`config.mk`:
```
export PLATFORM = sky130hd
export DESIGN_NAME = taylor_series_sin_cos_exp
export DESIGN_NICKNAME = d
export VERILOG_FILES = /design/src/sv/tss_pkg.sv /design/src/sv/tss_regs.sv /design/src/sv/tss_dp.sv /design/src/sv/tss_ctrl.sv /design/src/sv/taylor_series_sin_cos_exp.sv
export SDC_FILE = /design/constraint.sdc
export NUM_CORES = 2
export LEC_CHECK = 0
export BUFFER_PORTS_ARGS = -buffer_cell sky130_fd_sc_hd__buf_2
export CAP_MARGIN = 20
export CELL_PAD_IN_SITES_DETAIL_PLACEMENT = 1
export CELL_PAD_IN_SITES_GLOBAL_PLACEMENT = 2
export CORE_MARGIN = 5
export CORE_UTILIZATION = 46
export CTS_CLUSTER_DIAMETER = 60
export DETAILED_ROUTE_END_ITERATION = 8
export PLACE_DENSITY_LB_ADDON = 0.1
export RECOVER_POWER = 100
export SLEW_MARGIN = 20
export SYNTH_ARGS = -nofsm -noshare
export SYNTH_HDL_FRONTEND = slang
export SYNTH_HIERARCHICAL = 1
export SYNTH_SLANG_ARGS = --single-unit
```
`constraint.sdc`:
```
create_clock -name aclk -period 17.3 [get_ports aclk]
set_clock_uncertainty 0.1 [all_clocks]
set_input_delay 3.46 -clock aclk [delete_from_list [all_inputs] [get_ports aclk]]
set_output_delay 3.46 -clock aclk [all_outputs]
set_load 0.005 [all_outputs]
```
`src/sv/tss_pkg.sv`:
```
// ----------------------------------------------------------------------------
// tss_pkg
// Shared types, constants and the divisor helper function of the Taylor series engine.
// ----------------------------------------------------------------------------
package tss_pkg;

    // Fixed-point formats
    localparam int MAX_TERMS = 32;
    localparam int FRAC_BITS = 28;
    localparam int X_W       = 32;            // Q3.28 evaluation point
    localparam int RES_W     = 48;            // Q19.28 terms and sums
    localparam int IDX_W     = 6;
    localparam int SEL_W     = 2;

    // Multiplier: 48-bit magnitude times 35-bit factor in two 24-bit halves
    localparam int OPA_W     = RES_W;
    localparam int HALF_W    = OPA_W / 2;
    localparam int MB_W      = 35;
    localparam int PP_W      = HALF_W + MB_W;
    localparam int PROD_W    = OPA_W + MB_W;

    // Divider: 56-bit dividend, up to 12-bit divisor, 4 quotient bits a cycle
    localparam int QUO_W      = 56;
    localparam int DIV_W      = 12;
    localparam int DIV_BPC    = 4;
    localparam int DIV_CYCLES = QUO_W / DIV_BPC;
    localparam int DCNT_W     = $clog2(DIV_CYCLES);

    // Configuration port
    localparam int ADDR_W = 4;
    localparam int DATA_W = 32;

    localparam logic [1:0] REG_FUNC  = 2'd0;
    localparam logic [1:0] REG_COUNT = 2'd1;
    localparam logic [1:0] REG_X     = 2'd2;

    // Function codes; the unused code behaves as sine
    localparam logic [SEL_W-1:0] FN_SINE     = 2'd0;
    localparam logic [SEL_W-1:0] FN_COSINE   = 2'd1;
    localparam logic [SEL_W-1:0] FN_EXP      = 2'd2;
    localparam logic [SEL_W-1:0] FN_SINE_ALT = 2'd3;

    localparam logic OP_SUM  = 1'b0;
    localparam logic OP_TERM = 1'b1;

    localparam logic signed [RES_W-1:0] RES_MAX = {1'b0, {(RES_W-1){1'b1}}};
    localparam logic signed [RES_W-1:0] RES_MIN = {1'b1, {(RES_W-1){1'b0}}};
    localparam logic [RES_W-1:0]        FIX_ONE = RES_W'(1) << FRAC_BITS;
    localparam logic [PROD_W-1:0]       RND_HALF = PROD_W'(1) << (FRAC_BITS - 1);

    typedef enum logic [3:0] {
        ST_IDLE,
        ST_SQ_LOAD,
        ST_TERM_LOAD,
        ST_MUL_LO,
        ST_MUL_HI,
        ST_MUL_ACC,
        ST_SQ_RND,
        ST_FIRST,
        ST_DIV_INIT,
        ST_DIV,
        ST_DIV_END,
        ST_ACC,
        ST_OUT
    } tss_state_t;

    typedef struct packed {
        logic             init;
        logic             sq_load;
        logic             term_load;
        logic             mul_lo;
        logic             mul_hi;
        logic             mul_acc;
        logic             sq_rnd;
        logic             first;
        logic             div_init;
        logic             div_step;
        logic             div_end;
        logic             accum;
        logic             out_load;
        logic             pick_term;
        logic [IDX_W-1:0] k;
    } tss_cmd_t;

    // Recurrence divisor for term k: k, 2k(2k+1) or 2k(2k-1)
    function automatic logic [DIV_W-1:0] tss_divisor(input logic [SEL_W-1:0] fsel,
                                                    input logic [IDX_W-1:0] k);
        logic [IDX_W:0]     tk;
        logic [2*IDX_W+1:0] p;
        tk = {k, 1'b0};
        p  = '0;
        case (fsel)
            FN_EXP:    p = (2*IDX_W+2)'(k);
            FN_COSINE: p = (2*IDX_W+2)'(tk) * (2*IDX_W+2)'(tk - (IDX_W+1)'(1));
            default:   p = (2*IDX_W+2)'(tk) * (2*IDX_W+2)'(tk + (IDX_W+1)'(1));
        endcase
        return p[DIV_W-1:0];
    endfunction

endpackage

```
`src/sv/tss_regs.sv`:
```
// ----------------------------------------------------------------------------
// tss_regs
// Configuration registers behind an APB-style port.
// ----------------------------------------------------------------------------
module tss_regs import tss_pkg::*; (
    input  logic                    aclk,
    input  logic                    aresetn,
    input  logic                    psel,
    input  logic                    penable,
    input  logic                    pwrite,
    input  logic [ADDR_W-1:0]       paddr,
    input  logic [DATA_W-1:0]       pwdata,
    output logic [DATA_W-1:0]       prdata,
    output logic                    pready,
    output logic [SEL_W-1:0]        function_select,
    output logic [IDX_W-1:0]        term_count,
    output logic signed [X_W-1:0]   x_value
);

    logic [SEL_W-1:0]      func_reg, func_next;
    logic [IDX_W-1:0]      count_reg, count_next;
    logic signed [X_W-1:0] x_reg, x_next;
    logic                  wr_en;
    logic [1:0]            reg_sel;

    assign pready  = 1'b1;
    assign wr_en   = psel & penable & pwrite & pready;
    assign reg_sel = paddr[3:2];

    always_comb begin
        func_next  = func_reg;
        count_next = count_reg;
        x_next     = x_reg;
        if (wr_en) begin
            case (reg_sel)
                REG_FUNC:  func_next  = pwdata[SEL_W-1:0];
                REG_COUNT: count_next = pwdata[IDX_W-1:0];
                REG_X:     x_next     = pwdata[X_W-1:0];
                default: ;
            endcase
        end
    end

    always_ff @(posedge aclk) begin
        if (!aresetn) begin
            func_reg  <= FN_SINE;
            count_reg <= IDX_W'(1);
            x_reg     <= '0;
        end else begin
            func_reg  <= func_next;
            count_reg <= count_next;
            x_reg     <= x_next;
        end
    end

    always_comb begin
        case (reg_sel)
            REG_FUNC:  prdata = DATA_W'(func_reg);
            REG_COUNT: prdata = DATA_W'(count_reg);
            REG_X:     prdata = DATA_W'(x_reg);
            default:   prdata = '0;
        endcase
    end

    assign function_select = func_reg;
    assign term_count      = count_reg;
    assign x_value         = x_reg;

endmodule

```
`src/sv/tss_dp.sv`:
```
// ----------------------------------------------------------------------------
// tss_dp
// Datapath: split multiplier, radix-16 divider, term and sum registers.
// ----------------------------------------------------------------------------
module tss_dp import tss_pkg::*; (
    input  logic                      aclk,
    input  tss_cmd_t                  cmd,
    input  logic [SEL_W-1:0]          function_select,
    input  logic signed [X_W-1:0]     x_value,
    output logic signed [RES_W-1:0]   result_value,
    output logic                      overflow
);

    logic [OPA_W-1:0]        opa_reg;
    logic [MB_W-1:0]         mb_reg;
    logic [PP_W-1:0]         pp_reg;
    logic [PROD_W-1:0]       prod_reg;
    logic [MB_W-1:0]         xsq_reg;
    logic [QUO_W-1:0]        quo_reg;
    logic [DIV_W-1:0]        rem_reg;
    logic [DIV_W-1:0]        d_reg;
    logic                    neg_reg;
    logic signed [RES_W-1:0] term_reg;
    logic signed [RES_W-1:0] sum_reg;
    logic                    ovf_reg;
    logic signed [RES_W-1:0] res_reg;
    logic                    ovf_out_reg;

    logic                    x_neg, term_neg, is_exp, is_sine;
    logic [X_W-1:0]          x_abs;
    logic [OPA_W-1:0]        term_abs;
    logic [HALF_W-1:0]       opa_half;
    logic [PP_W-1:0]         pp_w;
    logic [PROD_W-1:0]       rnd;
    logic [QUO_W-1:0]        quo_step;
    logic [DIV_W-1:0]        rem_step;
    logic [DIV_W:0]          rem_try;
    logic [QUO_W:0]          r_full, r_lim, r_sat;
    logic [RES_W-1:0]        term_new;
    logic                    term_sat;
    logic signed [RES_W:0]   sum_wide;
    logic signed [RES_W-1:0] sum_new;
    logic                    sum_sat;

    assign x_neg    = x_value[X_W-1];
    assign x_abs    = x_neg ? X_W'(-x_value) : X_W'(x_value);
    assign term_neg = term_reg[RES_W-1];
    assign term_abs = term_neg ? OPA_W'(-term_reg) : OPA_W'(term_reg);
    assign is_exp   = (function_select == FN_EXP);
    assign is_sine  = (function_select == FN_SINE) || (function_select == FN_SINE_ALT);

    // one 24x35 multiplier, used for the low then the high half of opa
    assign opa_half = cmd.mul_hi ? opa_reg[OPA_W-1:HALF_W] : opa_reg[HALF_W-1:0];
    assign pp_w     = PP_W'(opa_half) * PP_W'(mb_reg);
    assign rnd      = prod_reg + RND_HALF;

    // four restoring divide steps a cycle; remainder stays below the divisor
    always_comb begin
        quo_step = quo_reg;
        rem_step = rem_reg;
        rem_try  = '0;
        for (int i = 0; i < DIV_BPC; i++) begin
            rem_try  = {rem_step, quo_step[QUO_W-1]};
            quo_step = {quo_step[QUO_W-2:0], 1'b0};
            if (rem_try >= {1'b0, d_reg}) begin
                rem_try     = rem_try - {1'b0, d_reg};
                quo_step[0] = 1'b1;
            end
            rem_step = rem_try[DIV_W-1:0];
        end
    end

    // round half up, clamp to 2^47-1 or 2^47, then apply the sign
    always_comb begin
        r_full   = {1'b0, quo_reg} + (QUO_W+1)'({rem_reg, 1'b0} >= {1'b0, d_reg});
        r_lim    = {{(QUO_W-RES_W+1){1'b0}}, neg_reg, {(RES_W-1){~neg_reg}}};
        term_sat = (r_full > r_lim);
        r_sat    = term_sat ? r_lim : r_full;
        term_new = neg_reg ? RES_W'(-r_sat[RES_W-1:0]) : r_sat[RES_W-1:0];
    end

    always_comb begin
        sum_wide = {sum_reg[RES_W-1], sum_reg} + {term_reg[RES_W-1], term_reg};
        sum_sat  = (sum_wide[RES_W] != sum_wide[RES_W-1]);
        if (sum_sat) begin
            sum_new = sum_wide[RES_W] ? RES_MIN : RES_MAX;
        end else begin
            sum_new = sum_wide[RES_W-1:0];
        end
    end

    always_ff @(posedge aclk) begin
        if (cmd.init) begin
            term_reg <= '0;
            sum_reg  <= '0;
            ovf_reg  <= 1'b0;
        end
        if (cmd.sq_load) begin
            opa_reg <= OPA_W'(x_abs);
            mb_reg  <= MB_W'(x_abs);
        end
        if (cmd.term_load) begin
            opa_reg <= term_abs;
            mb_reg  <= is_exp ? MB_W'(x_abs) : xsq_reg;
            neg_reg <= is_exp ? (term_neg ^ x_neg) : ~term_neg;
            d_reg   <= tss_divisor(function_select, cmd.k);
        end
        if (cmd.mul_lo || cmd.mul_hi) begin
            pp_reg <= pp_w;
        end
        if (cmd.mul_hi) begin
            prod_reg <= PROD_W'(pp_reg);
        end
        if (cmd.mul_acc) begin
            prod_reg <= prod_reg + (PROD_W'(pp_reg) << HALF_W);
        end
        if (cmd.sq_rnd) begin
            xsq_reg <= rnd[FRAC_BITS+MB_W-1:FRAC_BITS];
        end
        if (cmd.first) begin
            term_reg <= is_sine ? RES_W'(x_value) : FIX_ONE;
        end
        if (cmd.div_init) begin
            quo_reg <= QUO_W'(rnd[PROD_W-1:FRAC_BITS]);
            rem_reg <= '0;
        end
        if (cmd.div_step) begin
            quo_reg <= quo_step;
            rem_reg <= rem_step;
        end
        if (cmd.div_end) begin
            term_reg <= term_new;
            if (term_sat) begin
                ovf_reg <= 1'b1;
            end
        end
        if (cmd.accum) begin
            sum_reg <= sum_new;
            if (sum_sat) begin
                ovf_reg <= 1'b1;
            end
        end
        if (cmd.out_load) begin
            res_reg     <= cmd.pick_term ? term_reg : sum_reg;
            ovf_out_reg <= ovf_reg;
        end
    end

    assign result_value = res_reg;
    assign overflow     = ovf_out_reg;

endmodule

```
`src/sv/tss_ctrl.sv`:
```
// ----------------------------------------------------------------------------
// tss_ctrl
// Sequencer: request decode, term loop, multiply/divide steps, output stage.
// ----------------------------------------------------------------------------
module tss_ctrl import tss_pkg::*; (
    input  logic             aclk,
    input  logic             aresetn,
    input  logic             s_tvalid,
    output logic             s_tready,
    input  logic             req_op,
    input  logic [IDX_W-1:0] req_index,
    input  logic [IDX_W-1:0] term_count,
    output logic             m_tvalid,
    input  logic             m_tready,
    output logic             index_error,
    output tss_cmd_t         cmd
);

    tss_state_t        state_reg, state_next;
    logic [IDX_W-1:0]  k_reg, k_next;
    logic [IDX_W-1:0]  last_reg, last_next;
    logic              op_reg, op_next;
    logic              ierr_reg, ierr_next;
    logic              sq_reg, sq_next;
    logic [DCNT_W-1:0] dcnt_reg, dcnt_next;
    logic              m_tvalid_reg, m_tvalid_next;
    logic              ierr_out_reg, ierr_out_next;

    logic [IDX_W-1:0]  cnt_eff;
    logic              ierr_in;
    logic [IDX_W-1:0]  last_in;

    assign cnt_eff = (term_count > IDX_W'(MAX_TERMS)) ? IDX_W'(MAX_TERMS) : term_count;
    assign ierr_in = (req_op == OP_TERM) && (req_index > cnt_eff);
    assign last_in = (req_op == OP_TERM) ? (ierr_in ? '0 : req_index) : cnt_eff;

    always_comb begin
        state_next = state_reg;
        k_next     = k_reg;
        last_next  = last_reg;
        op_next    = op_reg;
        ierr_next  = ierr_reg;
        sq_next    = sq_reg;
        dcnt_next  = dcnt_reg;
        s_tready   = 1'b0;
        cmd        = '0;
        cmd.k         = k_reg;
        cmd.pick_term = (op_reg == OP_TERM);

        case (state_reg)
            ST_IDLE: begin
                s_tready = 1'b1;
                if (s_tvalid) begin
                    cmd.init   = 1'b1;
                    op_next    = req_op;
                    ierr_next  = ierr_in;
                    last_next  = last_in;
                    k_next     = '0;
                    state_next = (last_in == '0) ? ST_OUT : ST_SQ_LOAD;
                end
            end
            ST_SQ_LOAD: begin
                cmd.sq_load = 1'b1;
                sq_next     = 1'b1;
                state_next  = ST_MUL_LO;
            end
            ST_TERM_LOAD: begin
                cmd.term_load = 1'b1;
                sq_next       = 1'b0;
                state_next    = ST_MUL_LO;
            end
            ST_MUL_LO: begin
                cmd.mul_lo = 1'b1;
                state_next = ST_MUL_HI;
            end
            ST_MUL_HI: begin
                cmd.mul_hi = 1'b1;
                state_next = ST_MUL_ACC;
            end
            ST_MUL_ACC: begin
                cmd.mul_acc = 1'b1;
                state_next  = sq_reg ? ST_SQ_RND : ST_DIV_INIT;
            end
            ST_SQ_RND: begin
                cmd.sq_rnd = 1'b1;
                state_next = ST_FIRST;
            end
            ST_FIRST: begin
                cmd.first  = 1'b1;
                state_next = ST_ACC;
            end
            ST_DIV_INIT: begin
                cmd.div_init = 1'b1;
                dcnt_next    = '0;
                state_next   = ST_DIV;
            end
            ST_DIV: begin
                cmd.div_step = 1'b1;
                if (dcnt_reg == DCNT_W'(DIV_CYCLES - 1)) begin
                    state_next = ST_DIV_END;
                end else begin
                    dcnt_next = dcnt_reg + DCNT_W'(1);
                end
            end
            ST_DIV_END: begin
                cmd.div_end = 1'b1;
                state_next  = ST_ACC;
            end
            ST_ACC: begin
                cmd.accum = (op_reg == OP_SUM);
                if (k_reg + IDX_W'(1) == last_reg) begin
                    state_next = ST_OUT;
                end else begin
                    k_next     = k_reg + IDX_W'(1);
                    state_next = ST_TERM_LOAD;
                end
            end
            ST_OUT: begin
                if (!m_tvalid_reg || m_tready) begin
                    cmd.out_load = 1'b1;
                    state_next   = ST_IDLE;
                end
            end
            default: state_next = ST_IDLE;
        endcase
    end

    always_comb begin
        m_tvalid_next = m_tvalid_reg;
        ierr_out_next = ierr_out_reg;
        if (cmd.out_load) begin
            m_tvalid_next = 1'b1;
            ierr_out_next = ierr_reg;
        end else if (m_tready) begin
            m_tvalid_next = 1'b0;
        end
    end

    always_ff @(posedge aclk) begin
        if (!aresetn) begin
            state_reg    <= ST_IDLE;
            m_tvalid_reg <= 1'b0;
        end else begin
            state_reg    <= state_next;
            m_tvalid_reg <= m_tvalid_next;
        end
    end

    always_ff @(posedge aclk) begin
        k_reg        <= k_next;
        last_reg     <= last_next;
        op_reg       <= op_next;
        ierr_reg     <= ierr_next;
        sq_reg       <= sq_next;
        dcnt_reg     <= dcnt_next;
        ierr_out_reg <= ierr_out_next;
    end

    assign m_tvalid    = m_tvalid_reg;
    assign index_error = ierr_out_reg;

`ifndef ASSERT_OFF
    a_term_in_range: assert property (@(posedge aclk) disable iff (!aresetn)
        (state_reg == ST_ACC) |-> (k_reg < last_reg))
        else $error("term counter past the last term");

    a_div_full: assert property (@(posedge aclk) disable iff (!aresetn)
        (state_reg == ST_DIV_END) |->
            ($past(state_reg) == ST_DIV && $past(dcnt_reg) == DCNT_W'(DIV_CYCLES - 1)))
        else $error("divide finished early");

    a_ierr_no_terms: assert property (@(posedge aclk) disable iff (!aresetn)
        (state_reg != ST_IDLE && ierr_reg) |-> (op_reg == OP_TERM && last_reg == '0))
        else $error("index error with terms scheduled");

    a_out_no_clobber: assert property (@(posedge aclk) disable iff (!aresetn)
        (m_tvalid_reg && !m_tready) |-> !cmd.out_load)
        else $error("pending result overwritten");
`endif

endmodule

```
`src/sv/taylor_series_sin_cos_exp.sv`:
```
// ----------------------------------------------------------------------------
// taylor_series_sin_cos_exp
// Truncated Taylor series of sine, cosine or exp in fixed point (Q19.28).
// ----------------------------------------------------------------------------
//  channel | ports         | payload
//  --------+---------------+---------------------------------------------------
//  request | s_t*          | tuser: opcode; tdata[5:0]: element_index
//  result  | m_t*          | tdata[47:0]: result_value; tuser: index_error, overflow
//  config  | p* (APB)      | 0x0 function_select, 0x4 term_count, 0x8 x_value
//
//  A request with N = 0 goes straight to the output stage; each term after the first
//  costs a split multiply (low half, high half, accumulate) and a divider run at
//  4 quotient bits a cycle.
//  One request is worked at a time; the next transfer is taken while a result
//  still waits in the output register. Synchronous active-low reset, no clearing pass.
// ----------------------------------------------------------------------------
module taylor_series_sin_cos_exp import tss_pkg::*; (
    input  logic              aclk,
    input  logic              aresetn,
    input  logic              s_tvalid,
    output logic              s_tready,
    input  logic [7:0]        s_tdata,   // [5:0] element_index, [7:6] zero
    input  logic              s_tuser,   // [0] opcode
    output logic              m_tvalid,
    input  logic              m_tready,
    output logic [RES_W-1:0]  m_tdata,   // [47:0] result_value
    output logic [1:0]        m_tuser,   // [0] index_error, [1] overflow
    input  logic              psel,
    input  logic              penable,
    input  logic              pwrite,
    input  logic [ADDR_W-1:0] paddr,
    input  logic [DATA_W-1:0] pwdata,
    output logic [DATA_W-1:0] prdata,
    output logic              pready
);

    logic [SEL_W-1:0]        function_select;
    logic [IDX_W-1:0]        term_count;
    logic signed [X_W-1:0]   x_value;
    tss_cmd_t                cmd;
    logic signed [RES_W-1:0] result_value;
    logic                    index_error;
    logic                    overflow;

    tss_regs u_regs (
        .aclk            (aclk),
        .aresetn         (aresetn),
        .psel            (psel),
        .penable         (penable),
        .pwrite          (pwrite),
        .paddr           (paddr),
        .pwdata          (pwdata),
        .prdata          (prdata),
        .pready          (pready),
        .function_select (function_select),
        .term_count      (term_count),
        .x_value         (x_value)
    );

    tss_ctrl u_ctrl (
        .aclk        (aclk),
        .aresetn     (aresetn),
        .s_tvalid    (s_tvalid),
        .s_tready    (s_tready),
        .req_op      (s_tuser),
        .req_index   (s_tdata[IDX_W-1:0]),
        .term_count  (term_count),
        .m_tvalid    (m_tvalid),
        .m_tready    (m_tready),
        .index_error (index_error),
        .cmd         (cmd)
    );

    tss_dp u_dp (
        .aclk            (aclk),
        .cmd             (cmd),
        .function_select (function_select),
        .x_value         (x_value),
        .result_value    (result_value),
        .overflow        (overflow)
    );

    assign m_tdata = result_value;
    assign m_tuser = {overflow, index_error};

endmodule

```
==> results.cfg <==
[critical_path]
cpPeakStageDelay_ns = 2.02
critPathMaxFanout = 65
crit_family = simple AND/OR/NAND/NOR gates
required_ns = 17.45
arrival_ns = 14.17
critical_path_class = flop to flop
end_kind = flop
cpMostUsedCell = ha_1
path_buf_inv = 3
slowest_stage = clkbuf_1
startpoint_type = flop

[sta]
min_period_over_period_pct = 81.0
max_freq_mhz = 71.3
maxSlewViolCount = 1031
setup-tns-final_ns = 0
max_slew_margin_pct = -240
finalHoldViolCount = 0
post-route-min-period_ns = 14.02
setup_violations = 0
rsz0062_at_grt = no
tightest_slew_ns = 5.10
setup_slack_ns = 3.28

[die]
die_area_sq_um = 149000
die_h_um = 386
rows = 137
dieWidth_um = 386
initial_core_util_pct = 46.4
io_pins = 137
coreArea_sq_um = 140000

[synth]
syn_inst = 6916
syn-cell-area_sq_um = 64900
synth_seq_cells = 528
synth-warning-count = 6
synth_area_per_cell_sq_um = 9.39
synth_ff_type = edfxtp_1
ys_seq_area_share_pct = 23.7
synthArstFlopShare_pct = 0
ys_types = 118
synth-edff-count = 482
syn_nets = 8171

[clocking]
cts-root-buf = clkbuf_16
postCtsHoldBufs = 0
numCtsBuffers = 70
clk_latency_ns = 0.62
cts.path.max_buffers = 3
post_cts_resized = 0
htree_levels = 3
cts_tree = built
path_clk_slew_ns = 0.06
postCtsSetupBuffers = 0
cts_num_sinks = 528

[placement]
placed_area_sq_um = 67400
gp_congestion = 0.907
place_ws_ns = 5.35
portBuffers = 131
dpl.cell_count = 8705
hpwl_um = 171000

[flow_run]
maxCapViolCount = 21

[detailed_routing]
vias_per_cell = 5.91
post_drt_wl_per_cell_um = 26.0
routed_wl_um = 230000
antenna_left = 0
vias = 52200
drc_errors = 0
drtIter0Drc = 4196
dr.pass1.iters = 5

[grt]
grt_pass1_wl_um = 348000
grt_pass1_vias = 55500
gr-usage-all-layers_pct = 30.9
antenna_found_initial = 13
overflow = 0
grt_max_degree = 84

[final_layout]
syn2layout_area_growth_pct = 6.95
fin_nets = 8158
fin_cells = 8838
stdcell_area_sq_um = 69400
drive_above_1_share_pct = 6.42

[status]
violations = capacitance limit, slew limit
outcome = finished with violations

[min_path]
min_path_type = flop to flop
layout by cell type, fill, tap and decap left out, types with 112 or more instances in the layout:
| cell | n |
|---|---|
| nand3_1 | 112 |
| fa_1 | 766 |
| edfxtp_1 | 482 |
| xnor2_1 | 207 |
| xor2_1 | 175 |
| a21oi_1 | 351 |
| nand2_1 | 971 |
| nor2_1 | 284 |
| nor2b_1 | 279 |
| a21o_1 | 123 |
| o21ai_0 | 250 |
| inv_1 | 905 |
| ha_1 | 437 |
logic make-up (layout without fill, tap and decap cells):
| logic type | count (synthesis) | after routing | share of synthesized area [%] |
|---|---|---|---|
| buffers and inverters | 1223 | 1266 | 7.44 |
| multiplexers | 245 | 245 | 4.04 |
| adder cells (fa/ha/maj) | 1203 | 1203 | 32.0 |
| AO/OA/AOI/OAI | 1114 | 1114 | 10.9 |
| flip-flops | 528 | 528 | 23.7 |
| XOR/XNOR | 383 | 383 | 5.19 |
| AND/OR/NAND/NOR | 2218 | 2218 | 16.6 |
| other | 2 | 5 | 0.0116 |
synth_stat cells, drive strengths merged (108+ instances only):
cell	instances	area, sq um
a21oi	351	1760
ha	437	5470
fa	766	15300
xnor2	207	1810
a21o	123	923
clkbuf	273	1090
nor2	286	1080
mux2i	108	1080
inv	906	3400
nand3	115	603
and2	142	893
mux2	137	1540
xor2	175	1530
edfxtp	482	14500
o21ai	252	1270
nor2b	279	1750
nand2	972	3650
area by class of cell:
type,instances,area [sq um]
fill,16000,70400
multi-input combinational,5165,44700
sequential,528,15400
inverter,907,3400
tap,1876,2350
clock buffer,89,1940
timing repair buffer,231,1270
clock inverter,39,332
antenna,3,7.51
layer usage:
metal	vias up	wire length (um)	GRT usage [%]
li1	23100	-	-
met1	27100	101000	43.5
met2	1735	106000	49.9
met3	324	16300	5.29
met4	6	6470	7.68
met5	-	36	0
worst paths after layout:
path,start,to,slack (ns),cells after the start
setup reg to reg,u_dp/d_reg[5],u_dp/term_reg[38],3.28,34
hold / removal,u_ctrl/ierr_reg,u_ctrl/index_error,0.33,0
hold reg to reg,u_ctrl/ierr_reg,u_ctrl/index_error,0.33,0
setup / recovery,u_dp/d_reg[5],u_dp/term_reg[38],3.28,34
per-stage QoR:
step / util (%) / hold WS, ns
6_report: 49.6 / 0.329
5_1_grt: 49.6 / 0.343
4_1_cts: 49.8 / 0.330
3_5_place_dp: 48.2 / 0.306
3_3_place_gp: 48.2 / 0.308
2_1_floorplan: - / 0.300
Power is not shown: default switching activity piles up to over one toggle a cycle in this logic, so the estimate is an artifact.
